<file path="src/hw/rtl/ohtp_pkg.sv">
// Package for the object header and tree parser: item types, codes, helpers.
// Used by ohtp_step, object_header_tree_parser, ohtp_checker and the testbench.
package ohtp_pkg;

    localparam int HASH_BYTES_DEF = 32;
    localparam int SIZE_BITS_DEF  = 32;

    // Results one item can cause, and the index width over them.
    localparam int RES_MAX = 3;
    localparam int RES_IW  = 2;

    // Parser phases.
    localparam logic [2:0] PH_TYPE = 3'd0;
    localparam logic [2:0] PH_SIZE = 3'd1;
    localparam logic [2:0] PH_PASS = 3'd2;
    localparam logic [2:0] PH_MODE = 3'd3;
    localparam logic [2:0] PH_NAME = 3'd4;
    localparam logic [2:0] PH_HASH = 3'd5;
    localparam logic [2:0] PH_ERR  = 3'd6;

    // Result kinds.
    localparam logic [2:0] KIND_TYPE    = 3'd0;
    localparam logic [2:0] KIND_PAYLOAD = 3'd1;
    localparam logic [2:0] KIND_MODE    = 3'd2;
    localparam logic [2:0] KIND_NAME    = 3'd3;
    localparam logic [2:0] KIND_HASH    = 3'd4;
    localparam logic [2:0] KIND_DONE    = 3'd5;
    localparam logic [2:0] KIND_ERROR   = 3'd6;

    // Error codes.
    localparam logic [2:0] ERR_NONE      = 3'd0;
    localparam logic [2:0] ERR_NO_NUL    = 3'd1;
    localparam logic [2:0] ERR_NO_SPACE  = 3'd2;
    localparam logic [2:0] ERR_BAD_SIZE  = 3'd3;
    localparam logic [2:0] ERR_MISMATCH  = 3'd4;
    localparam logic [2:0] ERR_TRUNCATED = 3'd5;

    // Type match positions: 0..4 matched prefix of "tree", then no match.
    localparam logic [2:0] TYPE_FULL     = 3'd4;
    localparam logic [2:0] TYPE_NO_MATCH = 3'd5;

    localparam logic [7:0] CH_SPACE = 8'h20;
    localparam logic [7:0] CH_NUL   = 8'h00;
    localparam logic [7:0] CH_ZERO  = 8'h30;
    localparam logic [7:0] CH_NINE  = 8'h39;

    typedef struct packed {
        logic [7:0] data_byte;
        logic       end_of_object;
    } t_in;

    typedef struct packed {
        logic [2:0]  kind;
        logic [7:0]  out_char;
        logic        entry_end;
        logic [2:0]  error_code;
        logic [31:0] object_size;
        logic        tree_flag;
        logic        last;
    } t_out;

    // Narrow parser control state handed between the top level and the step logic.
    typedef struct packed {
        logic [2:0] phase;
        logic [2:0] type_pos;
        logic       is_tree;
        logic       size_ovf;
        logic       digit_seen;
        logic       err_latched;
        logic       entry_open;
    } t_ctl;

    function automatic logic [7:0] tree_char(input logic [2:0] pos);
        logic [7:0] c;
        case (pos)
            3'd0:    c = 8'h74;  // t
            3'd1:    c = 8'h72;  // r
            3'd2:    c = 8'h65;  // e
            3'd3:    c = 8'h65;  // e
            default: c = 8'h00;
        endcase
        return c;
    endfunction

    function automatic logic [7:0] hex_char(input logic [3:0] v);
        logic [7:0] c;
        if (v < 4'd10) begin
            c = 8'h30 + {4'd0, v};
        end else begin
            c = 8'h57 + {4'd0, v};
        end
        return c;
    endfunction

    function automatic t_out make_out(input logic [2:0] kind, input logic [7:0] ch,
                                      input logic ee, input logic [2:0] err,
                                      input logic [31:0] osize, input logic tflag);
        t_out r;
        r.kind        = kind;
        r.out_char    = ch;
        r.entry_end   = ee;
        r.error_code  = err;
        r.object_size = osize;
        r.tree_flag   = tflag;
        r.last        = 1'b0;
        return r;
    endfunction

endpackage

</file>
<file path="src/hw/rtl/object_header_tree_parser.sv">
// Top level of the object header and tree parser: input register, step logic, result buffer.
// Depends on ohtp_pkg and ohtp_step.
//
//  channel | valid       | stall       | payload            | items
//  --------+-------------+-------------+--------------------+------------------------------
//  in      | i_in_valid  | o_in_stall  | i_in  (t_in)       | one raw object byte + end mark
//  out     | o_out_valid | i_out_stall | o_out (t_out)      | one parser result
//
// An accepted byte is held in the input register, then the step logic turns it
// into zero to three results that load the result buffer together.
// The buffer shows one result per cycle unless the output stalls; a hash byte gives
// two results (two hex characters), and a byte with no results never waits for the
// buffer. A new batch loads as the previous batch's last result is taken.
// A stalled output holds the buffer; a held byte with results then waits in the input register and o_in_stall rises.
// Reset is synchronous and active low; it clears the parser state and both valid flags.
module object_header_tree_parser
    import ohtp_pkg::*;
#(
    parameter int HASH_BYTES = HASH_BYTES_DEF,
    parameter int SIZE_BITS  = SIZE_BITS_DEF
) (
    input  logic i_clk,
    input  logic i_rst_n,
    input  logic i_in_valid,
    output logic o_in_stall,
    input  t_in  i_in,
    output logic o_out_valid,
    input  logic i_out_stall,
    output t_out o_out
);

    localparam int HC_W = (HASH_BYTES > 1) ? $clog2(HASH_BYTES) : 1;

    // Input register.
    logic r_in_valid;
    t_in  r_in;

    // Parser state.
    t_ctl                 r_ctl;
    logic [SIZE_BITS-1:0] r_acc;
    logic [SIZE_BITS-1:0] r_pcnt;
    logic [HC_W-1:0]      r_hcnt;

    // Next state from the step logic.
    t_ctl                 n_ctl;
    logic [SIZE_BITS-1:0] n_acc;
    logic [SIZE_BITS-1:0] n_pcnt;
    logic [HC_W-1:0]      n_hcnt;
    logic [RES_IW-1:0]    n_cnt;
    t_out                 n_res [RES_MAX];

    // Result buffer: up to three results of one byte, drained in order.
    t_out              r_res [RES_MAX];
    logic [RES_IW-1:0] r_cnt;
    logic [RES_IW-1:0] r_idx;

    logic out_pop;
    logic buf_free;
    logic step_go;

    ohtp_step #(
        .HASH_BYTES (HASH_BYTES),
        .SIZE_BITS  (SIZE_BITS)
    ) u_step (
        .i_item (r_in),
        .i_ctl  (r_ctl),
        .i_acc  (r_acc),
        .i_pcnt (r_pcnt),
        .i_hcnt (r_hcnt),
        .o_ctl  (n_ctl),
        .o_acc  (n_acc),
        .o_pcnt (n_pcnt),
        .o_hcnt (n_hcnt),
        .o_cnt  (n_cnt),
        .o_res  (n_res)
    );

    assign o_out_valid = (r_cnt != '0);
    assign o_out       = r_res[r_idx];
    assign out_pop     = o_out_valid && !i_out_stall;

    // The buffer can take a new batch when empty or when its final result leaves now.
    assign buf_free = (r_cnt == '0) || (out_pop && (r_idx == r_cnt - RES_IW'(1)));

    // A byte with no results never waits for the buffer.
    assign step_go    = r_in_valid && ((n_cnt == '0) || buf_free);
    assign o_in_stall = r_in_valid && !step_go;

    // Advance the input register whenever the held byte moves on or none is held.
    always_ff @(posedge i_clk) begin
        if (!i_rst_n) begin
            r_in_valid <= 1'b0;
        end else if (!o_in_stall) begin
            r_in_valid <= i_in_valid;
        end
    end

    always_ff @(posedge i_clk) begin
        if (!o_in_stall) begin
            r_in <= i_in;
        end
    end

    // Commit the step's state update when the held byte is processed.
    always_ff @(posedge i_clk) begin
        if (!i_rst_n) begin
            r_ctl  <= '0;
            r_acc  <= '0;
            r_pcnt <= '0;
            r_hcnt <= '0;
        end else if (step_go) begin
            r_ctl  <= n_ctl;
            r_acc  <= n_acc;
            r_pcnt <= n_pcnt;
            r_hcnt <= n_hcnt;
        end
    end

    // Load a fresh batch, or step through the current one as results are taken.
    always_ff @(posedge i_clk) begin
        if (!i_rst_n) begin
            r_cnt <= '0;
            r_idx <= '0;
        end else if (step_go && (n_cnt != '0)) begin
            r_cnt <= n_cnt;
            r_idx <= '0;
        end else if (out_pop) begin
            if (r_idx == r_cnt - RES_IW'(1)) begin
                r_cnt <= '0;
                r_idx <= '0;
            end else begin
                r_idx <= r_idx + RES_IW'(1);
            end
        end
    end

    always_ff @(posedge i_clk) begin
        if (step_go && (n_cnt != '0)) begin
            r_res <= n_res;
        end
    end

endmodule

</file>
<file path="src/hw/rtl/ohtp_step.sv">
// Combinational step of the object header parser: one byte, state in, state and results out.
// Depends on ohtp_pkg.
module ohtp_step
    import ohtp_pkg::*;
#(
    parameter int HASH_BYTES = HASH_BYTES_DEF,
    parameter int SIZE_BITS  = SIZE_BITS_DEF
) (
    input  t_in                                  i_item,
    input  t_ctl                                 i_ctl,
    input  logic [SIZE_BITS-1:0]                 i_acc,
    input  logic [SIZE_BITS-1:0]                 i_pcnt,
    input  logic [((HASH_BYTES > 1) ? $clog2(HASH_BYTES) : 1)-1:0] i_hcnt,
    output t_ctl                                 o_ctl,
    output logic [SIZE_BITS-1:0]                 o_acc,
    output logic [SIZE_BITS-1:0]                 o_pcnt,
    output logic [((HASH_BYTES > 1) ? $clog2(HASH_BYTES) : 1)-1:0] o_hcnt,
    output logic [RES_IW-1:0]                    o_cnt,
    output t_out                                 o_res [RES_MAX]
);

    localparam int HC_W = (HASH_BYTES > 1) ? $clog2(HASH_BYTES) : 1;

    logic [7:0]           byte_in;
    logic                 is_digit;
    logic [3:0]           digit;
    logic [SIZE_BITS+3:0] acc_w;
    logic [SIZE_BITS+3:0] acc_next_w;
    logic                 size_ovf_hit;
    logic                 pcnt_full;
    logic [HC_W:0]        hnext;
    logic                 hash_fin;
    logic [63:0]          size64;
    logic [2:0]           err;

    assign byte_in      = i_item.data_byte;
    assign is_digit     = (byte_in >= CH_ZERO) && (byte_in <= CH_NINE);
    assign digit        = byte_in[3:0];
    assign acc_w        = (SIZE_BITS + 4)'(i_acc);
    // acc * 10 + digit, checked against the field width
    assign acc_next_w   = (acc_w << 3) + (acc_w << 1) + (SIZE_BITS + 4)'(digit);
    assign size_ovf_hit = |acc_next_w[SIZE_BITS+3:SIZE_BITS];
    assign pcnt_full    = (i_pcnt == i_acc);
    assign hnext        = (HC_W + 1)'(i_hcnt) + (HC_W + 1)'(1);
    assign hash_fin     = (hnext >= (HC_W + 1)'(HASH_BYTES));

    always_comb begin
        o_ctl  = i_ctl;
        o_acc  = i_acc;
        o_pcnt = i_pcnt;
        o_hcnt = i_hcnt;
        o_cnt  = '0;
        err    = ERR_NONE;
        size64 = 64'(i_acc);
        for (int k = 0; k < RES_MAX; k++) begin
            o_res[k] = '0;
        end

        case (i_ctl.phase)
            PH_TYPE: begin
                if (byte_in == CH_SPACE) begin
                    o_ctl.is_tree = (i_ctl.type_pos == TYPE_FULL);
                    o_ctl.phase   = PH_SIZE;
                end else if (byte_in == CH_NUL) begin
                    err = ERR_NO_SPACE;
                end else begin
                    o_res[o_cnt] = make_out(KIND_TYPE, byte_in, 1'b0, ERR_NONE, '0, 1'b0);
                    o_cnt = o_cnt + RES_IW'(1);
                    if (i_ctl.type_pos < TYPE_FULL && byte_in == tree_char(i_ctl.type_pos)) begin
                        o_ctl.type_pos = i_ctl.type_pos + 3'd1;
                    end else begin
                        o_ctl.type_pos = TYPE_NO_MATCH;
                    end
                end
            end
            PH_SIZE: begin
                if (byte_in == CH_NUL) begin
                    if (!i_ctl.digit_seen || i_ctl.size_ovf) begin
                        err = ERR_BAD_SIZE;
                    end else begin
                        o_ctl.phase = i_ctl.is_tree ? PH_MODE : PH_PASS;
                        o_pcnt      = '0;
                    end
                end else if (is_digit) begin
                    o_ctl.digit_seen = 1'b1;
                    if (!i_ctl.size_ovf) begin
                        if (size_ovf_hit) begin
                            o_ctl.size_ovf = 1'b1;
                        end else begin
                            o_acc = acc_next_w[SIZE_BITS-1:0];
                        end
                    end
                end else begin
                    o_ctl.size_ovf = 1'b1;
                end
            end
            PH_ERR: begin
                // drop bytes until the end mark
            end
            default: begin
                if (pcnt_full) begin
                    err = ERR_MISMATCH;
                end else begin
                    o_pcnt = i_pcnt + SIZE_BITS'(1);
                    case (i_ctl.phase)
                        PH_PASS: begin
                            o_res[o_cnt] = make_out(KIND_PAYLOAD, byte_in, 1'b0, ERR_NONE,
                                                    '0, 1'b0);
                            o_cnt = o_cnt + RES_IW'(1);
                        end
                        PH_MODE: begin
                            o_ctl.entry_open = 1'b1;
                            if (byte_in == CH_SPACE) begin
                                o_ctl.phase = PH_NAME;
                            end else begin
                                o_res[o_cnt] = make_out(KIND_MODE, byte_in, 1'b0, ERR_NONE,
                                                        '0, 1'b0);
                                o_cnt = o_cnt + RES_IW'(1);
                            end
                        end
                        PH_NAME: begin
                            if (byte_in == CH_NUL) begin
                                o_ctl.phase = PH_HASH;
                                o_hcnt      = '0;
                            end else begin
                                o_res[o_cnt] = make_out(KIND_NAME, byte_in, 1'b0, ERR_NONE,
                                                        '0, 1'b0);
                                o_cnt = o_cnt + RES_IW'(1);
                            end
                        end
                        default: begin
                            o_res[o_cnt] = make_out(KIND_HASH, hex_char(byte_in[7:4]), 1'b0,
                                                    ERR_NONE, '0, 1'b0);
                            o_cnt = o_cnt + RES_IW'(1);
                            o_res[o_cnt] = make_out(KIND_HASH, hex_char(byte_in[3:0]),
                                                    hash_fin, ERR_NONE, '0, 1'b0);
                            o_cnt = o_cnt + RES_IW'(1);
                            if (hash_fin) begin
                                o_hcnt           = '0;
                                o_ctl.entry_open = 1'b0;
                                o_ctl.phase      = PH_MODE;
                            end else begin
                                o_hcnt = hnext[HC_W-1:0];
                            end
                        end
                    endcase
                end
            end
        endcase

        if (err != ERR_NONE) begin
            o_res[o_cnt] = make_out(KIND_ERROR, 8'h00, 1'b0, err, '0, 1'b0);
            o_cnt = o_cnt + RES_IW'(1);
            o_ctl.phase       = PH_ERR;
            o_ctl.err_latched = 1'b1;
        end

        if (i_item.end_of_object) begin
            if (!o_ctl.err_latched) begin
                if (o_ctl.phase == PH_TYPE || o_ctl.phase == PH_SIZE) begin
                    o_res[o_cnt] = make_out(KIND_ERROR, 8'h00, 1'b0, ERR_NO_NUL, '0, 1'b0);
                end else if (o_pcnt != o_acc) begin
                    o_res[o_cnt] = make_out(KIND_ERROR, 8'h00, 1'b0, ERR_MISMATCH, '0, 1'b0);
                end else if (o_ctl.phase != PH_PASS && o_ctl.entry_open) begin
                    o_res[o_cnt] = make_out(KIND_ERROR, 8'h00, 1'b0, ERR_TRUNCATED, '0,
                                            1'b0);
                end else begin
                    o_res[o_cnt] = make_out(KIND_DONE, 8'h00, 1'b0, ERR_NONE, size64[31:0],
                                            o_ctl.is_tree);
                end
                o_cnt = o_cnt + RES_IW'(1);
            end
            o_ctl  = '0;
            o_acc  = '0;
            o_pcnt = '0;
            o_hcnt = '0;
        end

        if (o_cnt != '0) begin
            o_res[o_cnt - RES_IW'(1)].last = 1'b1;
        end
    end

endmodule

</file>
<file path="config.mk">
export PLATFORM = sky130hd
export DESIGN_NAME = object_header_tree_parser
export DESIGN_NICKNAME = d
export VERILOG_FILES = /design/src/hw/rtl/ohtp_pkg.sv /design/src/hw/rtl/object_header_tree_parser.sv /design/src/hw/rtl/ohtp_step.sv
export SDC_FILE = /design/constraint.sdc
export NUM_CORES = 1
export LEC_CHECK = 0
export ABC_AREA = 1
export BUFFER_PORTS_ARGS = -buffer_cell sky130_fd_sc_hd__buf_2
export CORE_ASPECT_RATIO = 1.4
export CORE_MARGIN = 1
export CORE_UTILIZATION = 50
export DETAILED_ROUTE_END_ITERATION = 10
export PLACE_DENSITY = 0.66
export SYNTH_ARGS = -nofsm -noshare
export SYNTH_HDL_FRONTEND = slang
export SYNTH_HIERARCHICAL = 1
export SYNTH_SLANG_ARGS = --single-unit
</file>
<file path="constraint.sdc">
create_clock -name i_clk -period 7.7 [get_ports i_clk]
set_input_delay 0.77 -clock i_clk [delete_from_list [all_inputs] [get_ports i_clk]]
set_output_delay 0.77 -clock i_clk [all_outputs]
set_load 0.005 [all_outputs]
</file>
==> impl.org, run 1 <==
** Place
- Input and output buffers added on the ports amount to 63.
- The congestion estimate from routability-driven global placement came to 0.980.
- Placed Area :: 0.0187 mm²
- Summed over all nets, the half-perimeter wirelength after detailed placement is 40400 µm.
- # placed instances :: 3030

** Clock network
- Setup repair bufs after CTS :: 0
- The cell sitting at the root of the clock tree is a sky130_fd_sc_hd__clkbuf_16.
- The clock drives 241 sinks.
- In this run the number of H-tree levels came out at 1.
- TritonCTS Buffers :: 24
- Resize count post-CTS :: 0
- Total of hold buffers inserted after clock tree synthesis :: 0
- Clock network latency to the later pin of the worst-skew pair :: 530 ps
- Clock-pin slew of the registers on the worst-case setup and hold paths :: 70 ps
- Buffer levels on the longest clock path :: 3
- CTS tree :: built

** Pwr
- Overall power consumption after layout is estimated at 4.31 mW.
- Worst VDD drop :: 0.167 mV
- In this run the power density over the cells is 221 mW/mm².
- P_leak :: 8.53 nW

** Hold path
- The min-delay analysis places its worst path in the category in2reg.
- Worst Hold Launch :: i_in[8]
- Hold Crit Endpoint :: r_in[8]$_DFFE_PN_
- Instance count along the most critical hold path :: 1

** Finish
- Final nets :: 2691
- Ratio of cells with drive above 1 in the final layout :: 0.0812
- Post-Layout Cell Count :: 3074
- After routing the design area is 0.0195 mm².
- After filler insertion, the fill cell instance count of the layout stands at 3566.
- Most common library cell in the layout ignoring fill and taps :: sky130_fd_sc_hd__nand2_1
- Antenna diode count :: 0
- Leaving out fill and tap cells, the most frequent cells in the layout are sky130_fd_sc_hd__nand2_1 (564), sky130_fd_sc_hd__nor2_1 (452), sky130_fd_sc_hd__inv_1 (252).
- Growth of design area from synthesis to finish :: 6.67%

** Worst setup path
- The worst setup path is launched from a flip-flop.
- Gate family responsible for the most delay along the worst path :: simple AND/OR/NAND/NOR gates
- Cell mode on critical path :: sky130_fd_sc_hd__inv_1
- Category of the critical setup timing path :: reg2out
- The startpoint identified for the worst register-to-register timing path is r_in[1]$_DFFE_PN_.
- In this design, the stage delay of the slowest critical-path cell is 750 ps.
- STA classifies the critical path endpoint as a primary output.
- Walking the worst path, the cells encountered are inv_1, ha_1, inv_1, nor2_1, inv_1, nor2_1, nand3_1, buf_4, inv_1, nor3_1, inv_1, o21ai_1, inv_1, ha_1, a21oi_1, ha_1, o21ai_0, nor2_1, nor2_1, nand3_1, inv_1, buf_2.
- Buffer and inverter count on the worst path :: 9
- The worst register-to-register path ends at r_pcnt[20]$_SDFFE_PN0N_.
- Cell with the biggest individual delay on the critical path :: sky130_fd_sc_hd__nor3_1
- Of all nets on the critical path, the largest fanout is 31.
- Arrival time of data at the critical path endpoint :: 6340 ps
- The number of cells on the worst reg-to-reg path is 26.
- Data on the critical path is required at its endpoint by 6930 ps.
- Crit. Startpoint :: r_in[1]$_DFFE_PN_
- The setup check on the worst reg-to-reg path leaves a slack of 1040 ps.

** Synthesis
- Number of enable-type register cells in the synthesized netlist :: 156
- For this run, the number of Yosys warnings is 6.
- The biggest area contributor in the post-synthesis netlist is sky130_fd_sc_hd__edfxtp_1.
- In the synthesized netlist the async set-or-reset flop fraction comes to 0.
- Among all flip-flop cells after synthesis, the most frequent one is sky130_fd_sc_hd__edfxtp_1.
- Part of the Yosys area used for sequential elements :: 0.349
- Average footprint of a synthesized cell :: 7.02 µm²
- By area the synthesized netlist is led by sky130_fd_sc_hd__edfxtp_1 (26%), sky130_fd_sc_hd__nand2_1 (12%), sky130_fd_sc_hd__dfxtp_1 (9.3%), sky130_fd_sc_hd__nor2_1 (9.3%), sky130_fd_sc_hd__ha_1 (5.6%).
- The cell area that synthesis handed to floorplanning was 0.0183 mm².
- Of the post-synthesis cell area, the dominant cell type holds 0.256.
- Synthesis inferred 241 register bits.
- After technology mapping, the gate count stands at 2608.
- The netlist uses 57 different library cells.

** STA
- Based on the critical path, the design can be clocked at up to 141 MHz.
- Across the routed clock network, the largest skew measured is 17.3 ps.
- Unrepaired setup endpoints after global routing :: no
- Measured against its own limit, the worst slew margin works out to 0.302.
- Worst-Margin Slew :: 1050 ps
- The max-slew violation count is 0.
- Setup violations remaining at the end of the flow were counted as 0.
- The final hold violation count was 0.
- Share of the cycle needed by the critical path after routing :: 0.923
- The clock period could shrink to 7110 ps.
- After routing, the total negative slack on setup checks comes to 0 ps.

** Floorplan
- Placeable core region :: 0.0359 mm²
- Vertical extent of the die :: 228 µm
- In this run the core area contains 82 standard-cell rows.
- The initial utilization of the core area, before any placement, comes to 0.510.
- From left edge to right edge, the die measures 164 µm.
- Total die area :: 0.0374 mm²
- In this run the count of I/O pins placed on the die edge is 64.

** Detailed routing
- Vias per inst :: 5.68
- After detailed routing, the average wire length per cell comes to 18.2 µm.
- The detail route stage leaves a number of antenna-violating nets equal to 0.
- Pre-Repair DR Iteration Count :: 7
- Via count :: 17400
- WL final :: 56000 µm
- Drt first-iter violations :: 1481
- After detailed routing, the number of remaining DRC violations is 0.

** Run status
- Status :: complete, no violations

** Global routing
- The first global-routing pass estimated 87700 µm of wire.
- Total routing resource utilization after global routing :: 0.298
- Number of antenna violations at the first check in global routing :: 0
- Entering global routing, the biggest net connects 90 pins.
- Global routing finished with a remaining overflow of 0.
- The number of global-route vias before repair is 16300.

** Run
- Across the run, the number of max-cap violations was 0.
==> per-stage QoR <==
stage	utilization	hold WS (ps)	worst slack [ps]
after detailed placement	0.520	482	1230
final	0.544	406	593
after floorplan	-	444	1040
after global placement	0.520	463	1400
after CTS	0.544	376	711
after global routing	0.544	388	208
==> sequential cells by signal (all words and copies together), names as in the netlist, 2 cells and up <==
register  count
r_cnt         2
r_res       147
r_ctl        11
r_in          9
r_hcnt        5
r_acc        32
r_pcnt       32
r_idx         2
==> cells in the mapped netlist, types with 29 or more instances <==
cell and count:
sky130_fd_sc_hd__ha_1 82, sky130_fd_sc_hd__a21oi_2 31, sky130_fd_sc_hd__nand2_1 564, sky130_fd_sc_hd__xor2_1 42, sky130_fd_sc_hd__nand4_1 55, sky130_fd_sc_hd__edfxtp_1 156, sky130_fd_sc_hd__nor2_1 452, sky130_fd_sc_hd__clkbuf_1 74
sky130_fd_sc_hd__a21oi_1 153, sky130_fd_sc_hd__xnor2_1 29, sky130_fd_sc_hd__o21ai_0 156, sky130_fd_sc_hd__nand3_1 154, sky130_fd_sc_hd__dfxtp_1 85, sky130_fd_sc_hd__nand3b_1 86, sky130_fd_sc_hd__inv_1 253, sky130_fd_sc_hd__nor3_1 40
==> how the worst max path moves through the flow <==
stage | end | slack, ps | depth (start not counted)
floorplan | r_res[0]$_DFFE_PP_ | 1040 | 22
global placement | r_res[19]$_DFFE_PP_ | 1400 | 22
detailed placement | r_res[19]$_DFFE_PP_ | 1230 | 22
CTS | o_in_stall | 710 | 22
global route | o_in_stall | 210 | 22
finish | o_in_stall | 590 | 22
==> metal layers <==
metal | GRT usage | part of all wire | vias to the layer above | routed length, µm
met3 | 0.0298 | 0.054 | 117 | 3000
li1 | - | - | 8558 | -
met2 | 0.505 | 0.48 | 593 | 27000
met1 | 0.380 | 0.42 | 8179 | 23500
met5 | 0 | 0 | - | 0
met4 | 0.134 | 0.043 | 0 | 2430
==> power by group <==
part | switching [mW] | internal [mW]
clock | 0.512 | 0.763
combinational | 0.931 | 0.446
sequential | 0.129 | 1.53
total | 1.57 | 2.74
==> final cells by class <==
cell class,count,area [µm²],share of cell area
Sequential cell,241,6390,0.327
Clock buffer,33,686,0.0351
Clock inverter,11,174,0.00891
Tap cell,462,578,0.0296
Multi-Input combinational cell,1959,10100,0.518
Inverter,277,1050,0.0536
Timing Repair Buffer,91,526,0.0269
==> logic make-up after synthesis <==
| logic type | Yosys count | share of synthesized area |
|---|---|---|
| AND/OR/NAND/NOR | 1386 | 0.333 |
| buffers and inverters | 418 | 0.101 |
| AO/OA/AOI/OAI | 407 | 0.125 |
| flip-flops | 241 | 0.349 |
| adder cells (fa/ha/maj) | 84 | 0.0583 |
| XOR/XNOR | 71 | 0.0340 |
| other | 1 | 0.000205 |
Note: power is estimated with default switching activity, not from simulation.
==> run 2, diff against run 1 <==
- PLACE_DENSITY: 0.66 -> 0.67
- SYNTH_HIERARCHICAL: 1 -> not set
==> impl.org, run 2 <==
** Synthesis
- YS warnings :: 0 (was 6)
- The number of nets handed over by synthesis was 2491.
- Number of enable-type register cells in the synthesized netlist :: 145 (was 156)
- Average footprint of a synthesized cell :: 6.94 µm² (was 7.02 µm²)
- Top-count cell post-synth :: sky130_fd_sc_hd__nand2_1 (unchanged)
- The instance count of the mapped netlist is 2394 (was 2608).
- Synth Register Bits :: 230 (was 241)
- The proportion of netlist area held by the largest area contributor came to 0.262 (was 0.256).
- Largest cells by area after synthesis: sky130_fd_sc_hd__edfxtp_1 (26%), sky130_fd_sc_hd__nand2_1 (17%), sky130_fd_sc_hd__dfxtp_1 (10%), sky130_fd_sc_hd__ha_1 (6.2%), sky130_fd_sc_hd__inv_1 (5.8%) (was sky130_fd_sc_hd__edfxtp_1 (26%), sky130_fd_sc_hd__nand2_1 (12%), sky130_fd_sc_hd__dfxtp_1 (9.3%), sky130_fd_sc_hd__nor2_1 (9.3%), sky130_fd_sc_hd__ha_1 (5.6%)).
- Syn Std Cell Area :: 0.0166 mm² (was 0.0183 mm²)
- The count of unique library cells instantiated by Yosys came to 58 (was 57).
- Post-synthesis cell type with the largest combined area :: sky130_fd_sc_hd__edfxtp_1 (unchanged)
- Commonest cells post-synth: sky130_fd_sc_hd__nand2_1 (760), sky130_fd_sc_hd__inv_1 (258), sky130_fd_sc_hd__nor2_1 (246) (was sky130_fd_sc_hd__nand2_1 (564), sky130_fd_sc_hd__nor2_1 (452), sky130_fd_sc_hd__inv_1 (253)).
- Async set-or-reset flop fraction in the synthesized netlist :: 0 (unchanged)
- Part of the Yosys area used for sequential elements :: 0.365 (was 0.349)
- Predominant post-synthesis flop cell :: sky130_fd_sc_hd__edfxtp_1 (unchanged)

** Pwr
- Power dissipated by switching net loads :: 0.625 mW (was 1.57 mW)
- The clock share of power was 0.419 (was 0.296).
- Switching Share :: 0.237 (was 0.365)
- P_leak :: 7.74 nW (was 8.53 nW)
- Power per unit of standard cell area :: 148 mW/mm² (was 221 mW/mm²)
- The relative contribution of combinational cells to total power came to 0.064 (was 0.320).
- The worst supply voltage drop on vdd is 0.133 mV (was 0.167 mV).
- The total power draw was 2.64 mW (was 4.31 mW).
- Internal Dissipation :: 2.02 mW (was 2.74 mW)
- Sequential cell fraction of total power :: 0.516 (was 0.385)

** Detailed routing
- The average routed wire per standard cell came to 17.6 µm (was 18.2 µm).
- The number of DRC violations after detailed-routing iteration 0 is 1264 (was 1481).
- Pre-Repair DR Iteration Count :: 8 (was 7)
- WL final :: 50300 µm (was 56000 µm)
- Post-route DRC :: 0 (unchanged)
- Count of antenna-violating nets left after detailed routing :: 0 (unchanged)
- The via count of the routed design is 15600 (was 17400).
- Vias per inst :: 5.48 (was 5.68)

** Clock network
- Setup repair bufs after CTS :: 0 (unchanged)
- Clock network latency to the later pin of the worst-skew pair :: 540 ps (was 530 ps)
- Clock-pin slew of the registers on the worst-case setup and hold paths :: 60 ps (was 70 ps)
- Total of hold buffers inserted after clock tree synthesis :: 0 (unchanged)
- The library cell used as clock root buffer is sky130_fd_sc_hd__clkbuf_16 (unchanged).
- The clock sink count is 230 (was 241).
- The maximum clock path buffer count was 3 (unchanged).
- The number of CTS-inserted buffers came to 23 (was 24).
- The CTS tree was built (unchanged).
- Resize count post-CTS :: 0 (unchanged)
- The number of levels in the clock H-tree is 1 (unchanged).

** STA
- Count of final max-slew check failures :: 0 (unchanged)
- Time the worst path needs with I/O delays and setup :: 6120 ps (was 7110 ps)
- Max Fclk :: 163 MHz (was 141 MHz)
- Final-report hold violation count :: 0 (unchanged)
- Setup skew after layout :: 20.2 ps (was 17.3 ps)
- The worst relative slew slack was 0.341 (was 0.302).
- Number of setup violations in the final report :: 0 (unchanged)
- The slew of the pin with the lowest slew margin came to 988 ps (was 1050 ps).
- The post-route setup TNS was 0 ps (unchanged).
- Unrepaired setup endpoints after global routing :: no (unchanged)
- The post-route clock period utilization was 0.795 (was 0.923).

** Worst setup path
- The most repeated library cell on the critical path is sky130_fd_sc_hd__inv_1 (unchanged).
- The endpoint arrival time on the critical path is 5350 ps (was 6340 ps).
- Endpoint kind of the worst setup timing path :: primary output (unchanged)
- The worst path required time was 6930 ps (about the same).
- Worst R2R Start :: r_in[1]$_DFFE_PN_ (unchanged)
- Sequence of cells on the critical path :: inv_1, ha_1, inv_1, nor2_1, inv_1, nor2_2, nand3_2, inv_1, nor2_1, nor2_1, inv_1, nor2_1, o21ai_1, inv_2, ha_1, nand2_1, nand2_1, inv_1, ha_1, o21a_1, nand2_1, nand4_1, inv_1, buf_2 (was inv_1, ha_1, inv_1, nor2_1, inv_1, nor2_1, nand3_1, buf_4, inv_1, nor3_1, inv_1, o21ai_1, inv_1, ha_1, a21oi_1, ha_1, o21ai_0, nor2_1, nor2_1, nand3_1, inv_1, buf_2)
- The maximum cell stage delay along the critical path is 540 ps (was 750 ps).
- Crit. Startpoint :: r_in[1]$_DFFE_PN_ (unchanged)
- The peak fanout along the critical path came to 26 (was 31).
- The critical path launch point type is a flip-flop (unchanged).
- The cell at the slowest stage of the critical path is sky130_fd_sc_hd__o21ai_1 (was sky130_fd_sc_hd__nor3_1).
- The category of the critical setup timing path was reg2out (unchanged).

** Floorplan
- The die extent in x is 156 µm (was 164 µm).
- Rows :: 78 (was 82)
- The area of the die came to 0.0340 mm² (was 0.0374 mm²).
- The vertical die dimension came to 218 µm (was 228 µm).
- Number of top-level design ports :: 64 (unchanged)
- The initial cell density of the core was 0.511 (was 0.510).
- The core region area is 0.0325 mm² (was 0.0359 mm²).

** Run
- Max-cap viol count :: 0 (unchanged)

** Finish
- The layout net count came to 2495 (was 2691).
- The most flop-heavy register was r_res (unchanged).
- Commonest cells after routing, fill and taps aside :: sky130_fd_sc_hd__nand2_1 (760), sky130_fd_sc_hd__inv_1 (257), sky130_fd_sc_hd__nor2_1 (242) (was sky130_fd_sc_hd__nand2_1 (564), sky130_fd_sc_hd__nor2_1 (452), sky130_fd_sc_hd__inv_1 (252))
- Sequential Area :: 0.00606 mm² (was 0.00639 mm²)
- The final-layout fill cell count was 3242 (was 3566).
- The most common cell after layout, fill and taps aside was sky130_fd_sc_hd__nand2_1 (unchanged).
- Growth of design area from synthesis to finish :: 7.26% (was 6.67%)
- The total inserted antenna cells came to 0 (unchanged).
- Largest registers in the final layout: r_res x136, r_acc x32, r_pcnt x32 (was r_res x147, r_acc x32, r_pcnt x32).
- The flip-flop count of the largest register, all copies and words added was 136 (was 147).
- Ratio of cells with drive above 1 in the final layout :: 0.0820 (was 0.0812)
- The footprint of the multi-input gates came to 0.00900 mm² (was 0.0101 mm²).

** Global routing
- Total overflow reported by the global router :: 0 (unchanged)
- The global-route wire length before repair was 78600 µm (was 87700 µm).
- Total routing resource utilization after global routing :: 0.299 (was 0.298)
- Number of global-route vias before repair :: 14500 (was 16300)
- Pin count of the biggest net entering global routing :: 78 (was 90)
- Number of antenna violations at the first check in global routing :: 1 (was 0)

** Place
- Number of port buffers :: 63 (unchanged)
- Post-detailed-placement half-perimeter wirelength :: 37900 µm (was 40400 µm)
- The final estimated routing congestion in global placement was 0.999 (was 0.980).

** Run status
- Status: complete, no violations (unchanged).

** Hold path
- Worst Hold Launch :: i_in[8] (unchanged)
- The worst hold-check path type is in2reg (unchanged).
## run 2: final cells by class
cell class	count	share of cell area
repair buffers	78	0.0240
multi-input cells	1786	0.505
clock inverters	13	0.00745
clock buffers	28	0.0334
flip-flops and latches	230	0.340
well taps	440	0.0309
inverters	279	0.0590
## run 2: critical path: cells and delay by family (launching register included)
family	cells	cell delay [ps]
AND/OR/NAND/NOR	10	1680
buffers and inverters	9	1080
AO/OA/AOI/OAI	2	760
adder cells (fa/ha/maj)	3	780
flip-flops	1	500
## run 2: path summary, 6_finish.rpt
| path | end | slack [ps] | depth (start not counted) |
|---|---|---|---|
| max | o_in_stall | 1580 | 24 |
| min | r_in[8]$_DFFE_PN_ | 410 | 1 |
| max reg2reg | r_res[118]$_SDFFCE_PP0P_ | 1780 | 27 |
| min reg2reg | r_ctl[2]$_SDFFE_PN0P_ | 460 | 2 |
## run 2: per-layer routing
layer / track usage / wire (µm)
met1: 0.391 / 21700
met2: 0.502 / 23800
met3: 0.0274 / 2770
met4: 0.128 / 2120
met5: 0 / 8
## run 2: per-stage QoR
stage / std cells / worst slack [ps] / area [µm²] / utilization / hold slack, ps
after floorplan: 2394 / 1320 / 16600 / - / 436
after global placement: 2813 / 2060 / 17100 / 0.526 / 455
after detailed placement: 2813 / 1900 / 17100 / 0.526 / 457
after CTS: 2854 / 1640 / 17800 / 0.548 / 397
after global routing: 2854 / 1220 / 17800 / 0.548 / 406
final: 2854 / 1580 / 17800 / 0.548 / 409
## run 2: cell families after synthesis
group | synth area share
and+or+nand+nor | 0.352
AOI/OAI and AO/OA | 0.0973
adders and majority gates | 0.0642
DFF | 0.365
xor gates and xnor gates | 0.0274
buffers and inverters | 0.0944
## run 2: power by group through the flow
stage	Combinational (mW)	Sequential, mW	Clock, mW
2_1_floorplan	0.115	1.39	0
3_3_place_gp	0.169	1.39	0
3_5_place_dp	0.171	1.39	0
4_1_cts	0.172	1.36	1.13
5_1_grt	0.192	1.37	1.17
6_report	0.170	1.36	1.11
==> run 3, diff against run 2 <==
- clock period: 7.7 -> 5.77 ns (I/O delays scaled with it)
==> impl.org, run 3 (synthesis gave the netlist of run 2 again) <==
** Clock network
- The CTS tree was built (unchanged).
- Total of hold buffers inserted after clock tree synthesis :: 0 (unchanged)
- Resize count post-CTS :: 0 (unchanged)
- The register clock-pin slew on the reported worst setup and hold paths was 60 ps (about the same).
- CTS Root Buffer Type :: sky130_fd_sc_hd__clkbuf_16 (unchanged)
- The number of CTS-inserted buffers was 24 (was 23).
- The buffers inserted during post-CTS setup optimization is 0 (unchanged).
- The maximum clock path buffer count is 3 (unchanged).
- Clock sinks :: 230 (unchanged)
- Clock network latency to the later pin of the worst-skew pair :: 540 ps (about the same)
- The number of levels in the clock H-tree came to 1 (unchanged).

** Worst setup path
- The cell depth of the worst setup path is 30 (was 24).
- The category of the critical setup timing path was reg2reg (was reg2out).
- Reg2reg setup slack :: 550 ps (was 1780 ps)
- The maximum cell stage delay along the critical path was 600 ps (was 540 ps).
- Cell with the biggest individual delay on the critical path :: sky130_fd_sc_hd__fa_1 (was sky130_fd_sc_hd__o21ai_1)
- Nature of the critical path startpoint :: flip-flop (unchanged)
- The number of buffers and inverters on the critical path came to 5 (was 9).
- Worst Path Required :: 6130 ps (was 6930 ps)
- Worst R2R Start :: r_in[4]$_DFFE_PN_ (was r_in[1]$_DFFE_PN_)
- The most repeated library cell on the critical path is sky130_fd_sc_hd__nand2_1 (was sky130_fd_sc_hd__inv_1).
- Gate family responsible for the most delay along the worst path :: simple AND/OR/NAND/NOR gates (unchanged)
- The endpoint arrival time on the critical path was 5580 ps (was 5350 ps).
- Crit. Startpoint :: r_in[4]$_DFFE_PN_ (was r_in[1]$_DFFE_PN_)
- Depth of the worst register-to-register path :: 30 (was 27)
- The kind of capture point of the worst setup path is a flip-flop (was primary output).
- The peak fanout along the critical path was 34 (was 26).

** Global routing
- The maximum number of pins on one net before global-route repair was 70 (was 78).
- The remaining global-route overflow is 0 (unchanged).
- Number of global-route vias before repair :: 14700 (was 14500)
- Wire length of the first global-routing pass :: 78400 µm (was 78600 µm)
- Number of antenna violations at the first check in global routing :: 0 (was 1)
- The total track usage was 0.294 (was 0.299).

** Hold path
- The critical hold path startpoint is i_in[3] (was i_in[8]).
- The worst hold-check path type is in2reg (unchanged).
- The hold-critical path depth was 1 (unchanged).

** Finish
- The utilization of the core after routing was 0.555 (was 0.548).
- Ratio of cells with drive above 1 in the final layout :: 0.0884 (was 0.0820)
- The total inserted antenna cells is 0 (unchanged).
- Max FFs per register :: 136 (unchanged)
- Final nets :: 2512 (was 2495)
- Commonest cells after routing, fill and taps aside: sky130_fd_sc_hd__nand2_1 (759), sky130_fd_sc_hd__inv_1 (257), sky130_fd_sc_hd__nor2_1 (243) (was sky130_fd_sc_hd__nand2_1 (760), sky130_fd_sc_hd__inv_1 (257), sky130_fd_sc_hd__nor2_1 (242)).
- Largest Register :: r_res (unchanged)
- Largest registers in the final layout :: r_res x136, r_acc x32, r_pcnt x32 (unchanged)
- Post-Layout Cell Count :: 2872 (was 2854)
- Growth of design area from synthesis to finish :: 8.61% (was 7.26%)
- Most common library cell in the layout ignoring fill and taps :: sky130_fd_sc_hd__nand2_1 (unchanged)

** Place
- Number of port buffers :: 63 (unchanged)
- # placed instances :: 2829 (was 2813)
- The worst-case setup slack after placement is 574 ps (was 1900 ps).
- RePlAce Congestion :: 0.980 (was 0.999)
- The HPWL reported at the end of detailed placement was 37400 µm (was 37900 µm).

** STA
- The post-route setup TNS came to 0 ps (unchanged).
- Setup skew after layout :: 19.7 ps (was 20.2 ps)
- Share of the cycle needed by the critical path after routing :: 0.904
- Time the worst path needs with I/O delays and setup :: 5220 ps
- The final number of setup-violating endpoints was 0 (unchanged).
- Worst slew margin :: 0.283 (was 0.341)
- Count of final max-slew check failures :: 0 (unchanged)
- Final-report hold violation count :: 0 (unchanged)
- The slew of the pin with the lowest slew margin is 1070 ps (was 988 ps).
- Unrepaired setup endpoints after global routing: no (unchanged).
- The worst-case setup margin in the final layout was 554 ps (was 1580 ps).
- Static timing analysis puts the maximum clock frequency at 192 MHz.

** Detailed routing
- Drt first-iter violations :: 1426 (was 1264)
- Count of antenna-violating nets left after detailed routing :: 0 (unchanged)
- The via count of the routed design is 15700 (was 15600).
- The routed via count divided by cell count came to 5.48 (about the same).
- Post-route DRC :: 0 (unchanged)
- Pre-Repair DR Iteration Count :: 5 (was 8)
- WL final :: 49900 µm (was 50300 µm)
- The average routed wire per standard cell was 17.4 µm (was 17.6 µm).

** Floorplan
- The die extent in x came to 156 µm (unchanged).
- The initial cell density of the core is 0.511 (unchanged).
- Vertical extent of the die :: 218 µm (unchanged)
- The core region area came to 0.0325 mm² (unchanged).
- The number of top-level design ports is 64 (unchanged).
- Total die area :: 0.0340 mm² (unchanged)
- Rows :: 78 (unchanged)

** Run status
- Status :: complete, no violations (unchanged)

** Pwr
- Worst VDD drop :: 0.204 mV (was 0.133 mV)
- The power density normalized to cell area came to 203 mW/mm² (was 148 mW/mm²).
- The leakage dissipation was 7.87 nW (was 7.74 nW).

** Run
- The max-capacitance violation count was 0 (unchanged).
==> run 3: layout make-up <==
class,instances,area (µm²)
Clock buffer,30,654
Sequential cell,230,6060
Inverter,279,1050
Fill cell,3205,14500
Timing Repair Buffer,94,573
Multi-Input combinational cell,1786,9000
Tap cell,440,551
Clock inverter,13,148
==> run 3: final timing paths <==
kind / endpoint
max: r_res[1]$_SDFFCE_PP0P_
min: r_in[3]$_DFFE_PN_
max reg2reg: r_res[1]$_SDFFCE_PP0P_
min reg2reg: r_ctl[2]$_SDFFE_PN0P_
==> run 3: stage by stage <==
step	hold slack (ps)	instance area, µm²	power (mW)
after global placement	456	17200	2.09
after global routing	210	18000	3.76
after floorplan	436	16600	2.00
after detailed placement	458	17200	2.09
final	212	18000	3.65
after CTS	204	18000	3.68
==> run 3: report_power, final <==
group	internal [mW]	leakage, nW	switching (mW)
logic	0.0741	5.37	0.164
registers	1.80	2.11	0.0220
clock network	0.939	0.387	0.659
total	2.81	7.87	0.846
==> run 3: routing by layer <==
layer	vias up	track usage	part of all wire
met5	-	0	0
met4	0	0.114	0.035
met3	90	0.0320	0.060
met2	516	0.499	0.47
met1	7301	0.382	0.43
li1	7835	-	-
